--- config.mk ---
export PLATFORM = sky130hd
export DESIGN_NAME = http_response_header_scanner
export DESIGN_NICKNAME = d
export VERILOG_FILES = /design/src/hw/rtl/hrs_pkg.sv /design/src/hw/rtl/hrs_status.sv /design/src/hw/rtl/hrs_auth.sv /design/src/hw/rtl/hrs_banner.sv /design/src/hw/rtl/http_response_header_scanner.sv
export SDC_FILE = /design/constraint.sdc
export NUM_CORES = 1
export LEC_CHECK = 0
export ABC_CLOCK_PERIOD_IN_PS = 5350
export BUFFER_PORTS_ARGS = -buffer_cell sky130_fd_sc_hd__buf_4
export CAP_MARGIN = 20
export CORE_MARGIN = 1
export CORE_UTILIZATION = 62
export DETAILED_ROUTE_END_ITERATION = 10
export GPL_TIMING_DRIVEN = 0
export PLACE_DENSITY = 0.92
export SLEW_MARGIN = 20
export SYNTH_ARGS = -nofsm -noshare
export SYNTH_HDL_FRONTEND = slang
export SYNTH_HIERARCHICAL = 1
export SYNTH_SLANG_ARGS = --single-unit
--- constraint.sdc ---
create_clock -name clk -period 5.35 [get_ports clk]
set_clock_uncertainty 0.05 [all_clocks]
set_input_delay 1.07 -clock clk [delete_from_list [all_inputs] [get_ports clk]]
set_output_delay 1.07 -clock clk [all_outputs]
set_load 0.02 [all_outputs]
--- src/hw/rtl/hrs_pkg.sv ---
// shared types, character constants and pattern lookups for the http response header scanner
`default_nettype none

package hrs_pkg;

    // per-byte control from the top level into the matchers
    typedef struct packed {
        logic upd;  // item carries a live text byte: advance the matcher
        logic clr;  // item ends the response: return to reset state
    } step_ctl_t;

    // characters
    localparam logic [7:0] CH_H     = 8'h48;
    localparam logic [7:0] CH_W     = 8'h57;
    localparam logic [7:0] CH_SPACE = 8'h20;
    localparam logic [7:0] CH_TAB   = 8'h09;
    localparam logic [7:0] CH_CR    = 8'h0D;
    localparam logic [7:0] CH_LF    = 8'h0A;
    localparam logic [7:0] CH_PLUS  = 8'h2B;
    localparam logic [7:0] CH_ZERO  = 8'h30;
    localparam logic [7:0] CH_NINE  = 8'h39;
    localparam logic [7:0] CH_LOW_A = 8'h61;
    localparam logic [7:0] CH_LOW_Z = 8'h7A;
    localparam logic [7:0] CH_NUL   = 8'h00;

    // status line geometry
    localparam logic [3:0] STATUS_FIRST   = 4'd9;
    localparam logic [3:0] STATUS_LAST    = 4'd11;
    localparam logic [3:0] STATUS_MIN_LEN = 4'd12;

    // header patterns
    localparam logic [4:0] AUTH_LEN   = 5'd17;
    localparam logic [3:0] SERVER_LEN = 4'd8;
    localparam logic [8*17-1:0] AUTH_STR   = "WWW-AUTHENTICATE:";
    localparam logic [8*8-1:0]  SERVER_STR = "\nServer:";

    // scheme names, upper case, zero padded
    localparam logic [7:0] SCHEME_PAT [3][8] = '{
        '{8'h42, 8'h41, 8'h53, 8'h49, 8'h43, 8'h00, 8'h00, 8'h00},  // BASIC
        '{8'h44, 8'h49, 8'h47, 8'h45, 8'h53, 8'h54, 8'h00, 8'h00},  // DIGEST
        '{8'h4E, 8'h54, 8'h4C, 8'h4D, 8'h00, 8'h00, 8'h00, 8'h00}   // NTLM
    };
    localparam logic [2:0] SCHEME_LEN [3] = '{3'd5, 3'd6, 3'd4};

    // ascii upper case
    function automatic logic [7:0] upcase(input logic [7:0] c);
        logic [7:0] r;
        r = c;
        if (c >= CH_LOW_A && c <= CH_LOW_Z)
        begin
            r = c - 8'd32;
        end
        return r;
    endfunction

    // character i of the auth header name, zero past the end
    function automatic logic [7:0] auth_char(input logic [4:0] i);
        logic [7:0] r;
        int         p;
        r = CH_NUL;
        p = int'(AUTH_LEN) - 1 - int'(i);
        if (i < AUTH_LEN)
        begin
            r = AUTH_STR[8*p +: 8];
        end
        return r;
    endfunction

    // character i of the server header name, zero past the end
    function automatic logic [7:0] server_char(input logic [3:0] i);
        logic [7:0] r;
        int         p;
        r = CH_NUL;
        p = int'(SERVER_LEN) - 1 - int'(i);
        if (i < SERVER_LEN)
        begin
            r = SERVER_STR[8*p +: 8];
        end
        return r;
    endfunction

endpackage

`default_nettype wire

--- src/hw/rtl/hrs_status.sv ---
// status code extraction from bytes 9 to 11 of the response
`default_nettype none

module hrs_status (
    input  wire logic              clk,
    input  wire logic              rst_n,
    input  wire hrs_pkg::step_ctl_t ctl,
    input  wire logic [7:0]        text_byte,
    output logic [9:0]             code_next
);

    logic [3:0] pos_reg, pos_next;
    logic       h_reg, h_next;
    logic [9:0] acc_reg, acc_next;
    logic       stopped_reg, stopped_next;
    logic       started_reg, started_next;
    logic       is_digit, is_space;

    assign is_digit = (text_byte >= hrs_pkg::CH_ZERO) && (text_byte <= hrs_pkg::CH_NINE);
    assign is_space = (text_byte == hrs_pkg::CH_SPACE) ||
                      ((text_byte >= hrs_pkg::CH_TAB) && (text_byte <= hrs_pkg::CH_CR));

    // atoi-style digit accumulation over the status window
    always_comb
    begin
        pos_next     = pos_reg;
        h_next       = h_reg;
        acc_next     = acc_reg;
        stopped_next = stopped_reg;
        started_next = started_reg;
        if (ctl.upd)
        begin
            if (pos_reg == 4'd0)
            begin
                h_next = (text_byte == hrs_pkg::CH_H);
            end
            if (pos_reg >= hrs_pkg::STATUS_FIRST && pos_reg <= hrs_pkg::STATUS_LAST &&
                !stopped_reg)
            begin
                priority if (is_digit)
                begin
                    acc_next = {acc_reg[6:0], 3'b000} + {acc_reg[8:0], 1'b0} +
                               {6'd0, text_byte[3:0]};
                    started_next = 1'b1;
                end
                else if (!started_reg && is_space)
                begin
                    started_next = 1'b0;
                end
                else if (!started_reg && text_byte == hrs_pkg::CH_PLUS)
                begin
                    started_next = 1'b1;
                end
                else
                begin
                    stopped_next = 1'b1;
                end
            end
            if (pos_reg < hrs_pkg::STATUS_MIN_LEN)
            begin
                pos_next = pos_reg + 4'd1;
            end
        end
    end

    // status is reported only for long enough text that starts with H
    assign code_next = (h_next && pos_next >= hrs_pkg::STATUS_MIN_LEN) ? acc_next : 10'd0;

    // state registers
    always_ff @(posedge clk or negedge rst_n)
    begin
        if (!rst_n)
        begin
            pos_reg     <= 4'd0;
            h_reg       <= 1'b0;
            acc_reg     <= 10'd0;
            stopped_reg <= 1'b0;
            started_reg <= 1'b0;
        end
        else if (ctl.clr)
        begin
            pos_reg     <= 4'd0;
            h_reg       <= 1'b0;
            acc_reg     <= 10'd0;
            stopped_reg <= 1'b0;
            started_reg <= 1'b0;
        end
        else
        begin
            pos_reg     <= pos_next;
            h_reg       <= h_next;
            acc_reg     <= acc_next;
            stopped_reg <= stopped_next;
            started_reg <= started_next;
        end
    end

endmodule

`default_nettype wire

--- src/hw/rtl/hrs_auth.sv ---
// www-authenticate header matcher and challenge scheme flags
`default_nettype none

module hrs_auth (
    input  wire logic              clk,
    input  wire logic              rst_n,
    input  wire hrs_pkg::step_ctl_t ctl,
    input  wire logic [7:0]        text_byte,
    output logic [2:0]             flags_next
);

    typedef enum logic [2:0] {
        SP_IDLE  = 3'b001,
        SP_SKIP  = 3'b010,
        SP_MATCH = 3'b100
    } scheme_phase_t;

    scheme_phase_t ph_reg, ph_next;
    logic [4:0]    aidx_reg, aidx_next;
    logic [2:0]    sidx_reg, sidx_next;
    logic [2:0]    cand_reg, cand_next;
    logic [2:0]    flags_reg;
    logic [7:0]    u;
    logic          go;

    assign u = hrs_pkg::upcase(text_byte);

    // scheme match on the old state, then header-name match may restart it
    always_comb
    begin
        ph_next    = ph_reg;
        aidx_next  = aidx_reg;
        sidx_next  = sidx_reg;
        cand_next  = cand_reg;
        flags_next = flags_reg;
        go         = 1'b1;
        if (ctl.upd)
        begin
            // skip spaces before the scheme name
            if (ph_next == SP_SKIP)
            begin
                if (u == hrs_pkg::CH_SPACE)
                begin
                    go = 1'b0;
                end
                else
                begin
                    ph_next   = SP_MATCH;
                    sidx_next = 3'd0;
                end
            end
            // compare against all live scheme names in parallel
            if (go && ph_next == SP_MATCH)
            begin
                for (int k = 0; k < 3; k++)
                begin
                    if (cand_next[k])
                    begin
                        if (sidx_next >= hrs_pkg::SCHEME_LEN[k] ||
                            u != hrs_pkg::SCHEME_PAT[k][sidx_next])
                        begin
                            cand_next[k] = 1'b0;
                        end
                        else if (sidx_next + 3'd1 == hrs_pkg::SCHEME_LEN[k])
                        begin
                            flags_next[k] = 1'b1;
                            cand_next[k]  = 1'b0;
                        end
                    end
                end
                sidx_next = sidx_next + 3'd1;
                if (cand_next == 3'b000)
                begin
                    ph_next = SP_IDLE;
                end
            end
            // header name match
            if (aidx_reg < hrs_pkg::AUTH_LEN && u == hrs_pkg::auth_char(aidx_reg))
            begin
                if (aidx_reg + 5'd1 == hrs_pkg::AUTH_LEN)
                begin
                    aidx_next = 5'd0;
                    ph_next   = SP_SKIP;
                    cand_next = 3'b111;
                    sidx_next = 3'd0;
                end
                else
                begin
                    aidx_next = aidx_reg + 5'd1;
                end
            end
            else if (u == hrs_pkg::CH_W)
            begin
                aidx_next = (aidx_reg == 5'd3) ? 5'd3 : 5'd1;
            end
            else
            begin
                aidx_next = 5'd0;
            end
        end
    end

    // state registers
    always_ff @(posedge clk or negedge rst_n)
    begin
        if (!rst_n)
        begin
            ph_reg    <= SP_IDLE;
            aidx_reg  <= 5'd0;
            sidx_reg  <= 3'd0;
            cand_reg  <= 3'b111;
            flags_reg <= 3'b000;
        end
        else if (ctl.clr)
        begin
            ph_reg    <= SP_IDLE;
            aidx_reg  <= 5'd0;
            sidx_reg  <= 3'd0;
            cand_reg  <= 3'b111;
            flags_reg <= 3'b000;
        end
        else
        begin
            ph_reg    <= ph_next;
            aidx_reg  <= aidx_next;
            sidx_reg  <= sidx_next;
            cand_reg  <= cand_next;
            flags_reg <= flags_next;
        end
    end

endmodule

`default_nettype wire

--- src/hw/rtl/hrs_banner.sv ---
// server header matcher and banner pass-through
`default_nettype none

module hrs_banner (
    input  wire logic              clk,
    input  wire logic              rst_n,
    input  wire hrs_pkg::step_ctl_t ctl,
    input  wire logic [7:0]        text_byte,
    input  wire logic [7:0]        banner_limit,
    output logic                   pass_next,
    output logic                   found_next
);

    typedef enum logic [3:0] {
        BP_SEARCH = 4'b0001,
        BP_SKIP   = 4'b0010,
        BP_PASS   = 4'b0100,
        BP_FIN    = 4'b1000
    } banner_phase_t;

    banner_phase_t ph_reg, ph_next;
    logic [3:0]    sidx_reg, sidx_next;
    logic [7:0]    cnt_reg, cnt_next;

    // search, skip spaces, pass bytes up to line end or the limit
    always_comb
    begin
        ph_next   = ph_reg;
        sidx_next = sidx_reg;
        cnt_next  = cnt_reg;
        pass_next = 1'b0;
        if (ctl.upd)
        begin
            if (ph_reg == BP_SEARCH)
            begin
                if (sidx_reg < hrs_pkg::SERVER_LEN &&
                    text_byte == hrs_pkg::server_char(sidx_reg))
                begin
                    sidx_next = sidx_reg + 4'd1;
                    if (sidx_reg + 4'd1 == hrs_pkg::SERVER_LEN)
                    begin
                        ph_next = BP_SKIP;
                    end
                end
                else
                begin
                    sidx_next = (text_byte == hrs_pkg::CH_LF) ? 4'd1 : 4'd0;
                end
            end
            else
            begin
                if (ph_reg == BP_SKIP && text_byte != hrs_pkg::CH_SPACE)
                begin
                    ph_next = BP_PASS;
                end
                if (ph_next == BP_PASS)
                begin
                    if (text_byte == hrs_pkg::CH_CR || text_byte == hrs_pkg::CH_LF ||
                        cnt_reg >= banner_limit)
                    begin
                        ph_next = BP_FIN;
                    end
                    else
                    begin
                        cnt_next  = cnt_reg + 8'd1;
                        pass_next = 1'b1;
                    end
                end
            end
        end
    end

    assign found_next = (ph_next != BP_SEARCH);

    // state registers
    always_ff @(posedge clk or negedge rst_n)
    begin
        if (!rst_n)
        begin
            ph_reg   <= BP_SEARCH;
            sidx_reg <= 4'd0;
            cnt_reg  <= 8'd0;
        end
        else if (ctl.clr)
        begin
            ph_reg   <= BP_SEARCH;
            sidx_reg <= 4'd0;
            cnt_reg  <= 8'd0;
        end
        else
        begin
            ph_reg   <= ph_next;
            sidx_reg <= sidx_next;
            cnt_reg  <= cnt_next;
        end
    end

endmodule

`default_nettype wire

--- src/hw/rtl/http_response_header_scanner.sv ---
// top level of the http response header scanner: input stage, matchers, result stage
//
// Usage: feed the response one byte per item on in_valid/in_ready with text_byte and
// last_byte; last_byte marks the final byte. Every input item yields exactly one result
// item on out_valid/out_ready. banner_valid/banner_byte pass the server banner bytes
// through as they arrive; done_res is set on the result of the last byte, and only then
// are status_code, challenge_flags and server_found meaningful (zero otherwise).
// A zero text byte ends the text; later bytes up to last_byte change nothing.
// The user writes banner_limit (reset 63) via cfg_we/cfg_data only while the block
// is idle; the block itself does not enforce it. An item is held in the input
// register, then its result in the result register. Throughput: one item per cycle
// while the receiver accepts; per-byte matcher updates are combinational in between.
// When the receiver stalls, the result register holds and the input register still
// takes one more item; after that in_ready drops until a result leaves.
// Reset clears both stages and all matcher state and loads banner_limit with 63; after
// each last byte the matchers return to reset state for the next response.
`default_nettype none

module http_response_header_scanner (
    input  wire logic       clk,
    input  wire logic       rst_n,
    input  wire logic       cfg_we,
    input  wire logic [7:0] cfg_data,
    input  wire logic       in_valid,
    output logic            in_ready,
    input  wire logic [7:0] text_byte,
    input  wire logic       last_byte,
    output logic            out_valid,
    input  wire logic       out_ready,
    output logic            banner_valid,
    output logic [7:0]      banner_byte,
    output logic            done_res,
    output logic [9:0]      status_code,
    output logic [2:0]      challenge_flags,
    output logic            server_found
);

    localparam logic [7:0] BANNER_LIMIT_RESET = 8'd63;

    logic               s1_valid_reg;
    logic [7:0]         s1_byte_reg;
    logic               s1_last_reg;
    logic               text_ended_reg;
    logic [7:0]         limit_reg;
    logic               out_valid_reg;
    logic               bvalid_reg;
    logic [7:0]         bbyte_reg;
    logic               done_reg;
    logic [9:0]         status_reg;
    logic [2:0]         flags_reg;
    logic               found_reg;
    logic               adv;
    logic               take;
    logic               live;
    hrs_pkg::step_ctl_t ctl;
    logic [9:0]         code_next;
    logic [2:0]         flags_next;
    logic               pass_next;
    logic               found_next;

    // handshake: result stage moves when empty or drained
    assign adv      = s1_valid_reg && (!out_valid_reg || out_ready);
    assign in_ready = !s1_valid_reg || adv;
    assign take     = in_valid && in_ready;
    assign live     = !text_ended_reg && (s1_byte_reg != hrs_pkg::CH_NUL);
    assign ctl      = '{upd: adv && live, clr: adv && s1_last_reg};

    // configuration register
    always_ff @(posedge clk or negedge rst_n)
    begin
        if (!rst_n)
        begin
            limit_reg <= BANNER_LIMIT_RESET;
        end
        else if (cfg_we)
        begin
            limit_reg <= cfg_data;
        end
    end

    // input stage
    always_ff @(posedge clk or negedge rst_n)
    begin
        if (!rst_n)
        begin
            s1_valid_reg <= 1'b0;
        end
        else if (take)
        begin
            s1_valid_reg <= 1'b1;
        end
        else if (adv)
        begin
            s1_valid_reg <= 1'b0;
        end
    end

    always_ff @(posedge clk)
    begin
        if (take)
        begin
            s1_byte_reg <= text_byte;
            s1_last_reg <= last_byte;
        end
    end

    // end-of-text marker from a zero byte
    always_ff @(posedge clk or negedge rst_n)
    begin
        if (!rst_n)
        begin
            text_ended_reg <= 1'b0;
        end
        else if (ctl.clr)
        begin
            text_ended_reg <= 1'b0;
        end
        else if (adv && s1_byte_reg == hrs_pkg::CH_NUL)
        begin
            text_ended_reg <= 1'b1;
        end
    end

    hrs_status u_status (
        .clk       (clk),
        .rst_n     (rst_n),
        .ctl       (ctl),
        .text_byte (s1_byte_reg),
        .code_next (code_next)
    );

    hrs_auth u_auth (
        .clk        (clk),
        .rst_n      (rst_n),
        .ctl        (ctl),
        .text_byte  (s1_byte_reg),
        .flags_next (flags_next)
    );

    hrs_banner u_banner (
        .clk          (clk),
        .rst_n        (rst_n),
        .ctl          (ctl),
        .text_byte    (s1_byte_reg),
        .banner_limit (limit_reg),
        .pass_next    (pass_next),
        .found_next   (found_next)
    );

    // result stage
    always_ff @(posedge clk or negedge rst_n)
    begin
        if (!rst_n)
        begin
            out_valid_reg <= 1'b0;
        end
        else if (adv)
        begin
            out_valid_reg <= 1'b1;
        end
        else if (out_ready)
        begin
            out_valid_reg <= 1'b0;
        end
    end

    always_ff @(posedge clk)
    begin
        if (adv)
        begin
            bvalid_reg <= pass_next;
            bbyte_reg  <= pass_next ? s1_byte_reg : 8'd0;
            done_reg   <= s1_last_reg;
            status_reg <= s1_last_reg ? code_next : 10'd0;
            flags_reg  <= s1_last_reg ? flags_next : 3'd0;
            found_reg  <= s1_last_reg && found_next;
        end
    end

    assign out_valid       = out_valid_reg;
    assign banner_valid    = bvalid_reg;
    assign banner_byte     = bbyte_reg;
    assign done_res        = done_reg;
    assign status_code     = status_reg;
    assign challenge_flags = flags_reg;
    assign server_found    = found_reg;

    // summary fields only on the final result
    a_summary_only_done: assert property (@(posedge clk) disable iff (!rst_n)
        (out_valid && !done_res) |->
            (status_code == 10'd0 && challenge_flags == 3'd0 && !server_found))
        else $error("summary fields set on a non-final result");

    // banner bytes are never line ends or the terminator
    a_banner_byte_legal: assert property (@(posedge clk) disable iff (!rst_n)
        (out_valid && banner_valid) |->
            (banner_byte != hrs_pkg::CH_CR && banner_byte != hrs_pkg::CH_LF &&
             banner_byte != hrs_pkg::CH_NUL))
        else $error("illegal banner byte passed");

    // back-pressure only when the input stage is occupied and cannot move
    a_ready_when_free: assert property (@(posedge clk) disable iff (!rst_n)
        !in_ready |-> (s1_valid_reg && out_valid_reg && !out_ready))
        else $error("input stalled without cause");

    // the end of a response re-arms the zero-byte marker
    a_end_rearms: assert property (@(posedge clk) disable iff (!rst_n)
        (adv && s1_last_reg) |=> !text_ended_reg)
        else $error("text end marker survived the last byte");

endmodule

`default_nettype wire

Word level (Yosys, flattened, before mapping) --
Memories as Yosys holds them, arrays and structs flattened. Index checks and enable logic that the tools add are counted.
Storage, ports and cells: bits in registers 94, latch bits 0, memory bits (writable) 0, bits in read-only memories 192, bits of input ports 22, output and inout bits 26, word-level logic and storage cells 259, memories kept 3
Memories:
- (no name shown) | words 8, bits a word 8, read ports 1, clocked after Yosys merged registers in 0, write ports 0, RTL line hrs_auth.sv:60 | u != hrs_pkg::SCHEME_PAT[k][sidx_next])
- (no name shown) | words 8, bits a word 8, read ports 1, clocked after Yosys merged registers in 0, write ports 0, RTL line hrs_auth.sv:60
- (no name shown) | words 8, bits a word 8, read ports 1, clocked after Yosys merged registers in 0, write ports 0, RTL line hrs_auth.sv:60
Operators by class: add/sub/neg operators 10, multiply operators 0, divide/modulo/power cells 0, $lt $le $gt $ge 17, eq/ne operators 30, shift-type cells 2, muxes and demuxes 122, bitwise gates (word level) 1, reduce and logical (&&, ||, !) cells 49
Operator list (number):
- $mux W8 | 17
- $shiftx A136 B32 Y8 const A | 1
- $mux W3 | 25
- $mux W4 | 17
- $shiftx A64 B32 Y8 const A | 1
- $mux W1 | 53
- $mux W10 | 4
- $mux W5 | 5
- $eq A8 B6 Y1 const B | 3
- $ne A8 B8 Y1 | 3
- $logic_and A1 B1 Y1 | 19
- $eq A8 B4 Y1 const B | 2
- $eq A8 B7 Y1 const B | 2
- $eq A8 B8 Y1 | 2
- $reduce_bool A2 Y1 | 7
- $eq A3 B3 Y1 const B | 4
- $ge A4 B4 Y1 const B | 3
- $add A10 B10 Y10 | 1
- $add A10 B4 Y10 | 1
- $ne A2 B2 Y1 const B | 5
- $ge A3 B3 Y1 const B | 3
- $add A4 B1 Y4 const B | 2
- $add A8 B1 Y8 const B | 1
- $ge A8 B4 Y1 const B | 1
- 36 further kinds | 49

Longest topological paths before layout --
depth after elaboration 24, mapped depth 15

By module --
The synthesis kept the hierarchy.
By module, submodules not included:
- hrs_auth | times used 1, cells each 314, area an instance 2392.3 µm²
- http_response_header_scanner | times used 1, cells each 89, area an instance 1620.3 µm²
- hrs_status | times used 1, cells each 158, area an instance 1453.9 µm²
- hrs_banner | times used 1, cells each 174, area an instance 1451.4 µm²

Worst setup path before layout --
Ideal clock, no wire load.
kind reg2reg, from register s1_byte_reg[4], to register u_auth.ph_reg[2], setup time 0.095 ns, data arrival time 3.655 ns, data required time 5.205 ns, setup slack 1.550 ns, cell stages (with the launch flop) 14, path buffers 2, period minus slack after synthesis 3.800 ns, cells stage by stage edfxtp_1 -> buf_6 -> or4_4 -> o41ai_4 -> nand2_1 -> ha_1 -> buf_1 -> o31ai_1 -> a22oi_1 -> o21bai_2 -> a2111oi_4 -> nand2_2 -> and3_4 -> nor4_4
On the way: word-level cells in the longest chain between the ends 24
Ends and longest elaborated chain:
- start: declaration | RTL line http_response_header_scanner.sv:41 | logic [7:0] s1_byte_reg;
- start signal: assignment | RTL line http_response_header_scanner.sv:102 | s1_byte_reg <= text_byte;
- $ge A8 B7 Y1 / $le A8 B7 Y1 (equally long branches) | RTL line hrs_pkg.sv:49 | if (c >= CH_LOW_A && c <= CH_LOW_Z)
- $logic_and A1 B1 Y1 | RTL line hrs_pkg.sv:49
- $mux W8 | RTL line hrs_pkg.sv:49
- $eq A8 B6 Y1 | RTL line hrs_auth.sv:42 | if (u == hrs_pkg::CH_SPACE)
- $mux W3 | RTL line hrs_auth.sv:42
- $mux W3 | RTL line hrs_auth.sv:40 | if (ph_next == SP_SKIP)
- $mux W3 | RTL line hrs_auth.sv:37 | if (ctl.upd)
- $not A3 Y4 (not written as such) | RTL line hrs_auth.sv:60
- (+8 left out)
- $mux W1 | RTL line hrs_auth.sv:37
- $logic_not A3 Y1 | RTL line hrs_auth.sv:72 | if (cand_next == 3'b000)
- $mux W3 | RTL line hrs_auth.sv:72
- $mux W3 | RTL line hrs_auth.sv:53 | if (go && ph_next == SP_MATCH)
- $mux W3 | RTL line hrs_auth.sv:80 | if (aidx_reg + 5'd1 == hrs_pkg::AUTH_LEN)
- $mux W3 | RTL line hrs_auth.sv:78 | if (aidx_reg < hrs_pkg::AUTH_LEN && u == hrs_pkg::auth_char(aidx_reg))
- $mux W3 | RTL line hrs_auth.sv:37
- $mux W3 | RTL line hrs_auth.sv:114 | else if (ctl.clr)
- end signal: assignment | RTL line hrs_auth.sv:124 | ph_reg <= ph_next;
- end: declaration | RTL line hrs_auth.sv:18 | scheme_phase_t ph_reg, ph_next;
Several ways; a longest one is shown, not always the timed one. The select of a mux whose other input is x is not followed. A chain may end at the register's enable or synchronous reset.

Worst setup path after layout --
from register u_auth.aidx_reg[0], to register u_auth.ph_reg[1]
On the way: word-level cells in the longest chain between the ends 9
Ends and longest elaborated chain:
- start: declaration | RTL line hrs_auth.sv:19 | logic [4:0] aidx_reg, aidx_next;
- start signal: assignment | RTL line hrs_auth.sv:125 | aidx_reg <= aidx_next;
- $sub A5 B5 Y6 | RTL line hrs_pkg.sv:61 | p = int'(AUTH_LEN) - 1 - int'(i);
- $shiftx A136 B32 Y8 | RTL line hrs_pkg.sv:64 | r = AUTH_STR[8*p +: 8];
- $mux W8 | RTL line hrs_pkg.sv:62 | if (i < AUTH_LEN)
- $mux W8 | RTL line hrs_auth.sv:37
- $eq A8 B8 Y1 | RTL line hrs_auth.sv:78
- $logic_and A1 B1 Y1 | RTL line hrs_auth.sv:78
- $mux W3 (*) | RTL line hrs_auth.sv:78
- $mux W3 (*) | RTL line hrs_auth.sv:37
- $mux W3 (*) | RTL line hrs_auth.sv:114
Mark *: on every way between the ends. The rest lies on a longest branch, timed or not. The select of a mux whose other input is x is not followed.

==> metrics.csv <==
metric,value,unit
die-area,11600,µm²
clk_pin_slew,90,ps
syn_inst,735,
synthFlopType,dfrtp_1,
nets,855,
drive_above_1_share,16.4,%
portBuffers,46,
reg2regPathDepth,15,
syn_avg_cell_area,9.41,µm²
yosysWarnings,6,
grt_usage,31.3,%
cts_setup_buffers,0,
start_kind,flip-flop,
dpl.hpwl,12.7,mm
gr-total-overflow,0,
critPathKind,flip-flop to flip-flop,
chipWidth,108,µm
path_max_fanout,10,
relSlewSlack,30.2,%
routabilityCongestion,0.942,
drt_iter0_drc,634,
cts_hold_buf,0,
fin_crit,4700,ps
crit_chain,"clkbuf_1, clkbuf_1, inv_1, ha_1, clkbuf_1, clkbuf_1, nor2_1, nand2_1, o21ai_0, a211oi_1, a21boi_0, o211a_1, nor4_4, and3_1, o21ba_2",
path_buf_inv,5,
cts_inserted_buffers,9,
grt_pass1_vias,5916,
wl,17.6,mm
fin_setup_tns,0,ps
synth_edf_count,33,
grt_pass1_wl,28.4,mm
worst_setup_path_end_kind,flip-flop,
die_h,108,µm
worst-path-stages,15,
design_power_total,0.00154,W
synthTopCellsByArea,"dfrtp_1 18%, edfxtp_1 14%, ha_1 7.1%, dfstp_2 4.2%, nor2_1 3.6%",
vias_per_cell,6.56,
worstMarginPinSlew,1050,ps
syn_to_final_growth,10.3,%
cp_common_cell,clkbuf_1,
yosysSeqAreaShare,36.6,%
hold_class,flip-flop to flip-flop,
antenna_found_initial,0,
antenna_cells,0,
clock_sinks,94,
crit_family,buffers and inverters,
synth_top_area_share,18.1,%
crit_slowest_cell,dfrtp_1,
cts_tree,done,
arrival,4960,ps
min_path_cells,1,
syn_area,6920,µm²
status,"finished, final reports clean",
rsz0062_at_grt,false,
cp_slowest_stage_delay,540,ps
p_per_area,202,nW/µm²
vdd_ir_drop_max,0.226,mV
finalHoldViolCount,0,
nFillCells,789,
maxSlewViolCount,0,
cts_resized,0,
whs,466,ps
drcViolationCount,0,
grt_max_degree,62,
fin_crit_sh,87.8,%
ys_types,104,
vias,6149,
htreeDepth,3,
start_util,63.8,%
rows,38,
pin_count,48,
use_met1,40.7,%
critPathRequiredTime,5610,ps
post-route-util,70.4,%
async_flop_share,64.9,%
ys_ff_latch,94,
syn_nets,798,
insertion_delay,370,ps
drv_cap,0,
ant_nets,0,
wl_per_cell,18.8,µm
cts_max_path_buffers,2,
yosysTopAreaCell,dfrtp_1,
pre_cts_slack,750,ps
use_met2,53.5,%
cts_root_buffer,clkbuf_8,
finalSetupViolCount,0,
setup_ws,651,ps
use_met3,3.81,%
drt_pass1_iterations,5,
fp.coreArea,10800,µm²
fmax,0.213,GHz
grt-busiest-layer,met2,
p_leak,3.27,nW
logic make-up (layout without fill, tap and decap cells):
group / Yosys count / in the layout / share of synthesized area, %
XOR/XNOR: 23 / 23 / 2.91
buffers and inverters: 79 / 141 / 4.70
multiplexers: 31 / 31 / 4.81
AND/OR/NAND/NOR: 304 / 304 / 26.0
AO/OA/AOI/OAI: 163 / 163 / 17.4
adder cells (fa/ha/maj): 41 / 41 / 7.63
flip-flops: 94 / 94 / 36.6
per-layer routing:
metal	up-vias	part of all wire [%]
li1	2804	-
met1	2962	41
met2	344	49
met3	39	7.4
met4	0	2.1
met5	-	0
report_power, final:
group,switching [W],internal [W]
clock network,0.000253,0.000218
registers,0.0000457,0.000786
logic,0.000146,0.0000937
placed cells by master, fill, tap and decap left out, drive strengths merged, types with 27 or more instances in the layout:
| cell | count |
|---|---|
| nor2 | 68 |
| buf | 60 |
| dfrtp | 50 |
| nand2 | 45 |
| inv | 40 |
| ha | 39 |
| a21oi | 35 |
| clkbuf | 34 |
| edfxtp | 33 |
| o21ai | 27 |
cell type report:
cell class	count	area, µm²	area share [%]
Sequential cell	94	2530	33.2
Tap cell	140	175	2.30
Clock inverter	5	58.8	0.771
Inverter	42	161	2.12
Multi-Input combinational cell	562	4060	53.2
Buffer	37	164	2.15
Clock buffer	11	131	1.72
Timing Repair Buffer	46	345	4.53
metrics by stage:
stage | std cells | area (µm²)
global route | 937 | 7630
global placement | 921 | 7440
CTS | 937 | 7630
finish | 937 | 7630
detailed placement | 921 | 7440
floorplan | 735 | 6920
worst paths after layout:
path | from | end | slack (ps)
min in group asynchronous | rst_n | u_banner/cnt_reg[5] | 700
max in group asynchronous | rst_n | u_status/acc_reg[1] | 3990
hold reg to reg | limit_reg[7] | limit_reg[7] | 470
setup / recovery | u_auth/aidx_reg[0] | u_auth/ph_reg[1] | 650
setup reg to reg | u_auth/aidx_reg[0] | u_auth/ph_reg[1] | 650
hold / removal | limit_reg[7] | limit_reg[7] | 470
synthesized netlist by cell type (7+ instances only):
| cell type | count |
|---|---|
| nor2_1 | 67 |
| dfrtp_1 | 50 |
| nand2_1 | 43 |
| ha_1 | 39 |
| inv_1 | 38 |
| a21oi_1 | 35 |
| edfxtp_1 | 33 |
| o21ai_0 | 26 |
| nand3_1 | 25 |
| nor2b_1 | 25 |
| and2_1 | 24 |
| clkbuf_1 | 23 |
| nand2b_1 | 20 |
| xnor2_1 | 17 |
| mux2i_1 | 16 |
| nor3_1 | 15 |
| mux2_2 | 14 |
| dfstp_2 | 11 |
| nor3b_1 | 11 |
| nor4_1 | 11 |
| o31ai_1 | 11 |
| a31oi_1 | 8 |
| a211oi_1 | 7 |
Power figures use the tool's default switching activity.
